### src/fmipp_ram.sv
// Generic single-write, single-read RAM with a registered read port.
// No dependencies.
`timescale 1ns / 1ps

module fmipp_ram #(
  parameter int WIDTH = 8,
  parameter int DEPTH = 16,
  localparam int AW   = (DEPTH > 1) ? $clog2(DEPTH) : 1
) (
  input  logic             clk,
  input  logic             we,
  input  logic [AW-1:0]    waddr,
  input  logic [WIDTH-1:0] wdata,
  input  logic [AW-1:0]    raddr,
  output logic [WIDTH-1:0] rdata
);

  logic [WIDTH-1:0] mem [DEPTH];
  logic [WIDTH-1:0] rdata_r;

  always_ff @(posedge clk) begin
    if (we) begin
      mem[waddr] <= wdata;
    end
    rdata_r <= mem[raddr];
  end

  assign rdata = rdata_r;

endmodule

### config.mk
export PLATFORM = sky130hd
export DESIGN_NAME = fmipp_ram
export DESIGN_NICKNAME = d
export VERILOG_FILES = /design/src/fmipp_ram.sv
export SDC_FILE = /design/constraint.sdc
export NUM_CORES = 1
export LEC_CHECK = 0
export ABC_AREA = 1
export ABC_CLOCK_PERIOD_IN_PS = 1200
export BUFFER_PORTS_ARGS = -buffer_cell sky130_fd_sc_hd__buf_2
export CAP_MARGIN = 20
export CORE_MARGIN = 2
export CORE_UTILIZATION = 40
export CTS_CLUSTER_SIZE = 28
export DETAILED_ROUTE_END_ITERATION = 12
export PLACE_DENSITY = 0.55
export SLEW_MARGIN = 20
export SYNTH_ARGS = -nofsm -noshare
export SYNTH_HDL_FRONTEND = slang
export SYNTH_SLANG_ARGS = --single-unit
### constraint.sdc
create_clock -name clk -period 1.2 [get_ports clk]
set_input_delay 0.06 -clock clk [delete_from_list [all_inputs] [get_ports clk]]
set_output_delay 0.06 -clock clk [all_outputs]
set_load 0.02 [all_outputs]
Word level (Yosys, flattened, before mapping)

Memory sizes are Yosys's and may differ from the RTL's. A register that Yosys moved wholly into a read port is not among the register bits.
Cells that the tools add are included.

Register bits after elaboration: 0
Bits in writable memories: 128
Input port bits: 18
Output and inout port bits: 8
Logic and storage cells: 3
Memories kept: 1

Memories:

| memory | depth | bits a word | read ports | clocked after memory_dff | wr ports | RTL line | text |
|---|---|---|---|---|---|---|---|
| mem    | 16    | 8           | 1          | 1                        | 1        | 18       | `logic [WIDTH-1:0] mem [DEPTH];` |

Multiplexer cells: 2

Operators by type and width:

| kind             | number |
|---|---|
| 2-to-1 mux 1 bit | 2 |

Depth between registers and ports, before layout

Word-level depth: 2
Gate-level depth with buffers: 8
Gate-level depth less buffers: 7

Least setup slack after synthesis

No wires, ideal clock.

Kind: input to register
From: in waddr[2]
To: mem mem[10][0], enable pin
Library setup time: 0.370 ns
Data arrival time: 0.641 ns
Data required time: 0.830 ns
Slack: 0.189 ns
Cell stages on the path: 2
Path buffers: 0
Cells stage by stage: nand3b_1 > nor2_1

RTL lines:

| item            | RTL line | text |
|---|---|---|
| start, declared | 12       | `input logic [AW-1:0] waddr,` |
| end, declared   | 18       |  |

Straight into the memory's write port.

==> impl_metrics.yaml <==
sta:
  setup_viol: 0
  hold_violations: 0
  fin_skew_ns: 0.00534
  worstMarginPinSlew_ns: 0.414
  slew_headroom: 0.724
  setup_tns_ns: 0
  slew_violations: 0
  final.min_clock_period_ns: 1.06
  rsz0062_at_grt: "false"
  period_share: 0.884
  max_freq_ghz: 0.942
clocking:
  cts_tree: "built"
  clk_path_buf_depth: 2
  cts.sinks: 136
  clkTransAtPathRegs_ns: 0.06
  post_cts_resized: 0
  htree_num_levels: 4
  cts_buffers: 17
  root_buffer: "clkbuf_16"
  clock_latency_ns: 0.42
critical_path:
  slowest_stage: "edfxtp_1"
  crit_fanout: 1
  path_cells: "inv_1 -> nand2_1 -> nand3_1 -> nand3_1 -> nand3_1 -> nand2_1"
  crit_path_max_incr_delay_ns: 0.37
  cp-start-kind: "flop"
  critPathArrivalTime_ns: 1.35
  cp_top_family: "simple AND/OR/NAND/NOR gates"
  path_class: "reg -> reg"
  cp.required_ns: 1.49
  end_kind: "flop"
  cp_common_cell: "nand3_1"
  cp_num_buf_inv: 1
drt:
  postRouteAntennaNets: 0
  drc: 0
  wl_um: 12900
  wl_per_cell_um: 16.3
  dr_total_vias: 3757
  dr.first_iter.drc_count: 372
  dr.pass1.iters: 5
  via_per_inst: 4.74
logic_synthesis:
  yosys_warnings: 0
  synth_cells: 551
  synth.distinct_cells: 12
  syn_area_um2: 5770
  synth_seq_area_share: 0.694
  synth.net_count: 569
  ys_seq_elements: 136
  avgSynthCellArea_um2: 10.5
cells_and_area:
  layout-drive-gt1-share: 0.131
  final_core_util: 0.486
  design_area_um2: 6790
  n_antenna_cell: 0
  fin_nets: 617
  syn_to_final_growth_pct: 17.8
grt:
  antenna_found_initial: 0
  grt_max_degree: 65
  grt_use_total: 0.188
  grt_pass1_wl_um: 20500
  grt-ovfl-total: 0
  grt_pass1_vias: 3574
status:
  status: "completed"
hold_path:
  holdCritPathClass: "in -> reg"
die:
  dieArea_um2: 15400
  row_count: 43
  dieWidth_um: 124
  start_util: 0.412
  core_um2: 14000
  die_h_um: 124
  io_pins: 26
run:
  cap_violations: 0
pwr:
  power-per-cell-area_nw_per_um2: 1630
  p_leak_nw: 2.96
  vdd_ir_drop_max_uv: 1170
placed_design:
  place_hpwl_um: 8020
  dpl-instance-area_um2: 6200
  io_buffers: 25
  place_congestion: 0.811
synth_stat cells:
library cell | n | share of area
buf_1 | 1 | 0.00065
buf_2 | 13 | 0.011
buf_4 | 4 | 0.0052
buf_6 | 6 | 0.012
dfxtp_1 | 8 | 0.028
edfxtp_1 | 128 | 0.67
inv_1 | 100 | 0.065
inv_2 | 2 | 0.0013
nand2_1 | 173 | 0.11
nand3_1 | 97 | 0.084
nand3b_1 | 2 | 0.0026
nor2_1 | 17 | 0.011
cell type report:
cell class              count  area (um2)
well taps                 180         225
clock inverters             2        35.0
repair buffers             53         388
inverters                 102         383
clock buffers              30         544
fillers                  1298        7200
multi-input cells         289        1210
flip-flops and latches    136        4000
layer usage:
layer	vias to the layer above	GRT usage	wire [um]	share of wire
met5	-	0	0	0
met4	0	0.0878	322	0.025
met3	19	0.0485	731	0.057
met2	119	0.279	5810	0.45
met1	1747	0.260	6020	0.47
li1	1872	-	-	-
kinds of logic after synthesis:
group / count (synthesis) / synth area share
flip-flops: 136 / 0.694
AND/OR/NAND/NOR: 289 / 0.210
buffers and inverters: 126 / 0.0952
metrics by stage:
step / instances / setup WS (ns) / hold slack [ns] / power, mW
final: 792 / 0.139 / 0.0592 / 11.1
after detailed placement: 759 / 0.0394 / 0.367 / 6.16
after floorplan: 551 / 0.189 / 0.159 / 5.85
after global routing: 792 / 0.0630 / 0.0502 / 11.5
after CTS: 792 / 0.135 / 0.0497 / 11.2
after global placement: 759 / 0.0327 / 0.372 / 6.15
final timing paths:
kind	from	to	slack, ns	cells after the start
worst max-delay path	mem[13][6]	rdata[6]	0.14	6
worst min-delay path	wdata[1]	mem[9][1]	0.06	1
worst max register to register	mem[13][6]	rdata[6]	0.14	6
worst min register to register	mem[10][7]	rdata[7]	0.67	6
where the power goes:
part	internal [mW]	switching, mW	leakage (nW)
clock network	3.24	1.79	0.285
registers	5.31	0.0345	1.22
logic	0.219	0.488	1.45
sequential cells by signal (all words and copies together) (netlist names):
| signal | flops |
|---|---|
| rdata | 8 |
| mem | 128 |
repair_timing:
| item | in CTS | in global routing |
|---|---|---|
| hold endpoints to repair | 2 | 0 |
| hold buffers | 1 | 0 |
| buffers inserted | 0 | 0 |
cell usage in the layout, fill, tap and decap left out, types with 7 or more instances in the layout:
cell type  count
nand2_1      173
edfxtp_1     128
inv_1        100
nand3_1       97
buf_2         25
buf_4         23
nor2_1        17
clkbuf_16     17
dfxtp_1        8
clkbuf_8       7
No activity file was read; power rests on OpenSTA's default activity.
