===== config.mk =====
export PLATFORM = sky130hd
export DESIGN_NAME = fmipp_match
export DESIGN_NICKNAME = d
export VERILOG_FILES = /design/src/fmipp_pkg.sv /design/src/fmipp_match.sv
export SDC_FILE = /design/constraint.sdc
export NUM_CORES = 1
export LEC_CHECK = 0
export BUFFER_PORTS_ARGS = -buffer_cell sky130_fd_sc_hd__buf_2
export CAP_MARGIN = 10
export CORE_ASPECT_RATIO = 1.4
export CORE_UTILIZATION = 30
export DETAILED_ROUTE_END_ITERATION = 8
export PLACE_DENSITY_LB_ADDON = 0.15
export SETUP_SLACK_MARGIN = 0.4
export SLEW_MARGIN = 30
export SYNTH_ARGS = -nofsm -noshare
export SYNTH_HDL_FRONTEND = slang
export SYNTH_SLANG_ARGS = --single-unit

===== constraint.sdc =====
create_clock -name vclk -period 0.9
set_input_delay 0 -clock vclk [all_inputs]
set_output_delay 0 -clock vclk [all_outputs]
set_load 0.1 [all_outputs]

===== src/fmipp_pkg.sv =====
// Package for the first-match IP/port policy block: rule and transaction
// payload types, opcodes, register indexes and controller states.
// No dependencies.
`timescale 1ns / 1ps

package fmipp_pkg;

  localparam int RULE_DEPTH_DEF = 256;
  localparam int CFG_DATA_W     = 9;

  typedef enum logic {
    OP_WRITE = 1'b0,
    OP_CHECK = 1'b1
  } opcode_t;

  typedef enum logic {
    CFG_ACTIVE_RULES  = 1'b0,
    CFG_DEFAULT_ALLOW = 1'b1
  } cfg_idx_t;

  typedef enum logic [1:0] {
    ST_CLEAR,
    ST_IDLE,
    ST_SCAN,
    ST_DONE
  } state_t;

  typedef struct packed {
    logic        allow;
    logic [31:0] addr;
    logic [15:0] port;
  } rule_t;

  typedef struct packed {
    opcode_t     opcode;
    logic [7:0]  rule_index;
    logic        rule_allow;
    logic [31:0] ip_addr;
    logic [15:0] port;
  } in_item_t;

  typedef struct packed {
    logic allowed;
  } out_item_t;

endpackage


===== src/fmipp_match.sv =====
// Rule comparator: one stored rule against the destination being checked.
// A zero address or port in the rule matches anything. Uses fmipp_pkg.
`timescale 1ns / 1ps

module fmipp_match
  import fmipp_pkg::*;
(
  input  rule_t       rule,
  input  logic [31:0] key_addr,
  input  logic [15:0] key_port,
  output logic        hit
);

  logic addr_ok;
  logic port_ok;

  assign addr_ok = (rule.addr == 32'd0) || (rule.addr == key_addr);
  assign port_ok = (rule.port == 16'd0) || (rule.port == key_port);
  assign hit     = addr_ok && port_ok;

endmodule


* Word-level counts from Yosys, hierarchy flattened
Cells that the tools add are included.
Storage, ports and cells: bits in registers 0, bits of input ports 97, output and inout port bits 1, logic and storage cells 7
Cells by class: eq/ne operators 2, reductions and logical operators 5
Operators with widths (number):
- $eq A32 B32 Y1 | 1
- $logic_not A32 Y1 | 1
- $eq A16 B16 Y1 | 1
- $logic_not A16 Y1 | 1
- $logic_or A1 B1 Y1 | 2
- $logic_and A1 B1 Y1 | 1

* Logic depth before layout (Yosys ltp)
depth after elaboration 3, gate-level depth with buffers 5, depth with buffers taken out 5

* Worst setup path after synthesis
Ideal clock, no wire load.
kind input -> output, from input key_addr[2], to output hit, arrival time 2.060 ns, data required time 0.900 ns, setup slack -1.160 ns, cell stages on the path 5, path buffers 0, cell sequence xnor2_1 > nand4_1 > nor4_2 > a21oi_1 > a21oi_1
Between the ends: longest elaborated chain between the ends 3
Ends and longest elaborated chain:
- from (decl) | line fmipp_match.sv:9 | input logic [31:0] key_addr,
- $eq A32 B32 Y1 | line fmipp_match.sv:17 | assign addr_ok = (rule.addr == 32'd0) || (rule.addr == key_addr);
- $logic_or A1 B1 Y1 | line fmipp_match.sv:17
- $logic_and A1 B1 Y1 | line fmipp_match.sv:19 | assign hit = addr_ok && port_ok;
- to (decl) | line fmipp_match.sv:11 | output logic hit
Every way passes these cells.

* Final worst setup path
from input rule[43] in the netlist's numbering, to output hit
Between the ends: longest elaborated chain between the ends 3, elaborated cells between the ends (all ways) 4, classes of those cells eq/ne (1); reduce/logical (3)
Ends and longest elaborated chain:
- from (decl) | line fmipp_match.sv:8 | input rule_t rule,
- $eq A32 B32 Y1 / $logic_not A32 Y1 (equally long branches) | line fmipp_match.sv:17
- $logic_or A1 B1 Y1 (*) | line fmipp_match.sv:17
- $logic_and A1 B1 Y1 (*) | line fmipp_match.sv:19
Every way passes the cells marked *; elsewhere a longest branch is shown, timed or not.

==> impl_metrics.env <==
export IMPL_worst_setup_path_type="in2out"
export IMPL_hold_path_class="in2out"
export IMPL_via_per_inst=5.062
export IMPL_critical_path_startpoint_type="input port"
export IMPL_dp_hpwl_um=2214
export IMPL_synth_area_leaders="xnor2_1, xor2_1, nor4_1, nand4_1, nor4_2"
export IMPL_post_place_ws_ns=-0.3574
export IMPL_die_y_um=56.14
export IMPL_antenna_cells=0
export IMPL_boundaryPins=98
export IMPL_finalSetupViolCount=1
export IMPL_initial_core_util_pct=31.83
export IMPL_grt_start_max_net_pins=3
export IMPL_rows=19
export IMPL_overflow=0
export IMPL_critical_path_max_fanout=2
export IMPL_synth_top_area_cell="xnor2_1"
export IMPL_fmax_mhz=836.9
export IMPL_die_area_sq_mm=0.002283
export IMPL_end_kind="output port"
export IMPL_status="complete, but fails checks"
export IMPL_pwr_share_seq_pct=0
export IMPL_period_needed_ns=1.195
export IMPL_syn_num_nets=178
export IMPL_p_int_mw=0.4105
export IMPL_yosys_warnings=0
export IMPL_setup_tns_ns=-0.2949
export IMPL_grt_pass1_wl_um=4195
export IMPL_hold_start="rule[12]"
export IMPL_clkPwrFrac_pct=0
export IMPL_finalWirelength_um=2773
export IMPL_design_seq_count=0
export IMPL_syn_inst=81
export IMPL_ys_seq_area_share_pct=0
export IMPL_peakVddDrop_v=0.0003086
export IMPL_firstDrtPassIters=4
export IMPL_netSwitchingFraction_pct=38.01
export IMPL_vias=1058
export IMPL_p_switching_mw=0.2517
export IMPL_multi_input_area_sq_um=790.8
export IMPL_register_area_sq_um=0
export IMPL_rsz0062_at_grt="yes"
export IMPL_utilization_pct=77.24
export IMPL_grt_usage_pct=25.13
export IMPL_antenna_found_initial=0
export IMPL_drc_errors=0
export IMPL_comb_power_share_pct=100.0
export IMPL_ys_top_cells_by_count="xnor2_1, nor4_1, xor2_1"
export IMPL_slew_violations=0
export IMPL_portBuffers=97
export IMPL_p_total_mw=0.6622
export IMPL_max_slew_worst_pin_slew_ns=0.3244
export IMPL_die_x_um=40.67
export IMPL_period_share_pct=132.8
export IMPL_placed_cells=209
export IMPL_worst_slack_ns=-0.2949
export IMPL_avgRoutedWirePerCell_um=13.27
export IMPL_slew_headroom_pct=78.17
export IMPL_hold_path_end="hit"
export IMPL_fillCellCount=158
export IMPL_arrival_ns=1.19
export IMPL_place_gp_congestion=0.7911
export IMPL_maxCapViolCount=0
export IMPL_areaGrowthSynthToFinish_pct=142.6
export IMPL_first_global_vias=1129
export IMPL_drtIter0Drc=20
export IMPL_fin_nets=287
export IMPL_final_layout_size_suffix_gt1_share_pct=69.68
export IMPL_p_per_area_mw_per_mm2=434.5
export IMPL_core_sq_mm=0.001973
export IMPL_synth_area_sq_um=628.1
export IMPL_violations="negative setup slack"
export IMPL_critPathRequiredTime_ns=0.90
export IMPL_min_path_cells=5
export IMPL_layout_cells_non_filler=209
export IMPL_clock_buffers=0
export IMPL_ys_types=7
export IMPL_synth_top_area_share_pct=44.62
export IMPL_final_antenna_net_count=0
export IMPL_p_leak_nw=0.7036
export IMPL_synth_most_common_cell="xnor2_1"
export IMPL_syn_area_per_cell_sq_um=7.754
export IMPL_hold_viol=0
[worst max-delay path: stages]
cell and delay (ns):
buf_2 0.12, nor4_2 0.33, nand4_1 0.18, nor2_1 0.17, a21oi_2 0.06, a21oi_4 0.14
buf_12 0.19
[what timing repair did]
item	4_1_cts	5_1_grt
setup buffers	0	0
pin swaps	29	10
setup endpoints to repair	1	1
hold buffers	0	0
gates resized for setup	34	11
[how the worst max path moves through the flow]
stage / start / end / slack [ns] / cells after the start
5_1_grt: rule[43] / hit / -0.33 / 7
3_5_place_dp: rule[33] / hit / -0.36 / 7
3_3_place_gp: rule[33] / hit / -0.28 / 7
4_1_cts: key_addr[29] / hit / -0.24 / 7
2_1_floorplan: key_addr[2] / hit / -0.28 / 5
6_report: rule[43] / hit / -0.29 / 7
[cell type report]
class / instances / area share [%]
multi-input cells: 81 / 51.89
repair buffers: 107 / 46.39
well taps: 21 / 1.724
[metal layers]
| metal | global-route usage, % | part of all wire (%) |
|---|---|---|
| met1 | 22.28 | 30 |
| met3 | 1.600 | 7.4 |
| met2 | 53.06 | 62 |
| met4 | 3.810 | 1.3 |
| met5 | 0 | 0 |
[cell families (layout without fill, tap and decap cells)]
| family | count (synthesis) | after routing | share of synthesized area [%] |
|---|---|---|---|
| AOI/OAI and AO/OA | 2 | 2 | 1.594 |
| and+or+nand+nor | 31 | 31 | 31.47 |
| xor gates and xnor gates | 48 | 48 | 66.93 |
| buffers and inverters | 0 | 107 | 0 |
[stage by stage]
step                hold WS, ns  area, sq um
global route             0.5484         1524
floorplan                0.3141        639.4
CTS                      0.5078         1459
finish                   0.5035         1524
detailed placement       0.4976         1241
global placement         0.4804         1241
[cells in the final DEF, fill, tap and decap left out]
master,n
buf_12,1
buf_4,10
buf_6,21
xnor2_1,19
a21oi_2,1
nand4_1,12
a21oi_4,1
xnor2_2,13
nor2_1,1
xor2_1,16
nor4_2,9
nor4_1,9
buf_2,75
[power groups by stage]
stage	logic, mW	clock network (mW)	registers (mW)
after floorplan	0.198	0	0
after global placement	0.518	0	0
after detailed placement	0.528	0	0
after CTS	0.632	0	0
after global routing	0.717	0	0
final	0.662	0	0
Note: power is estimated with default switching activity, not from simulation.
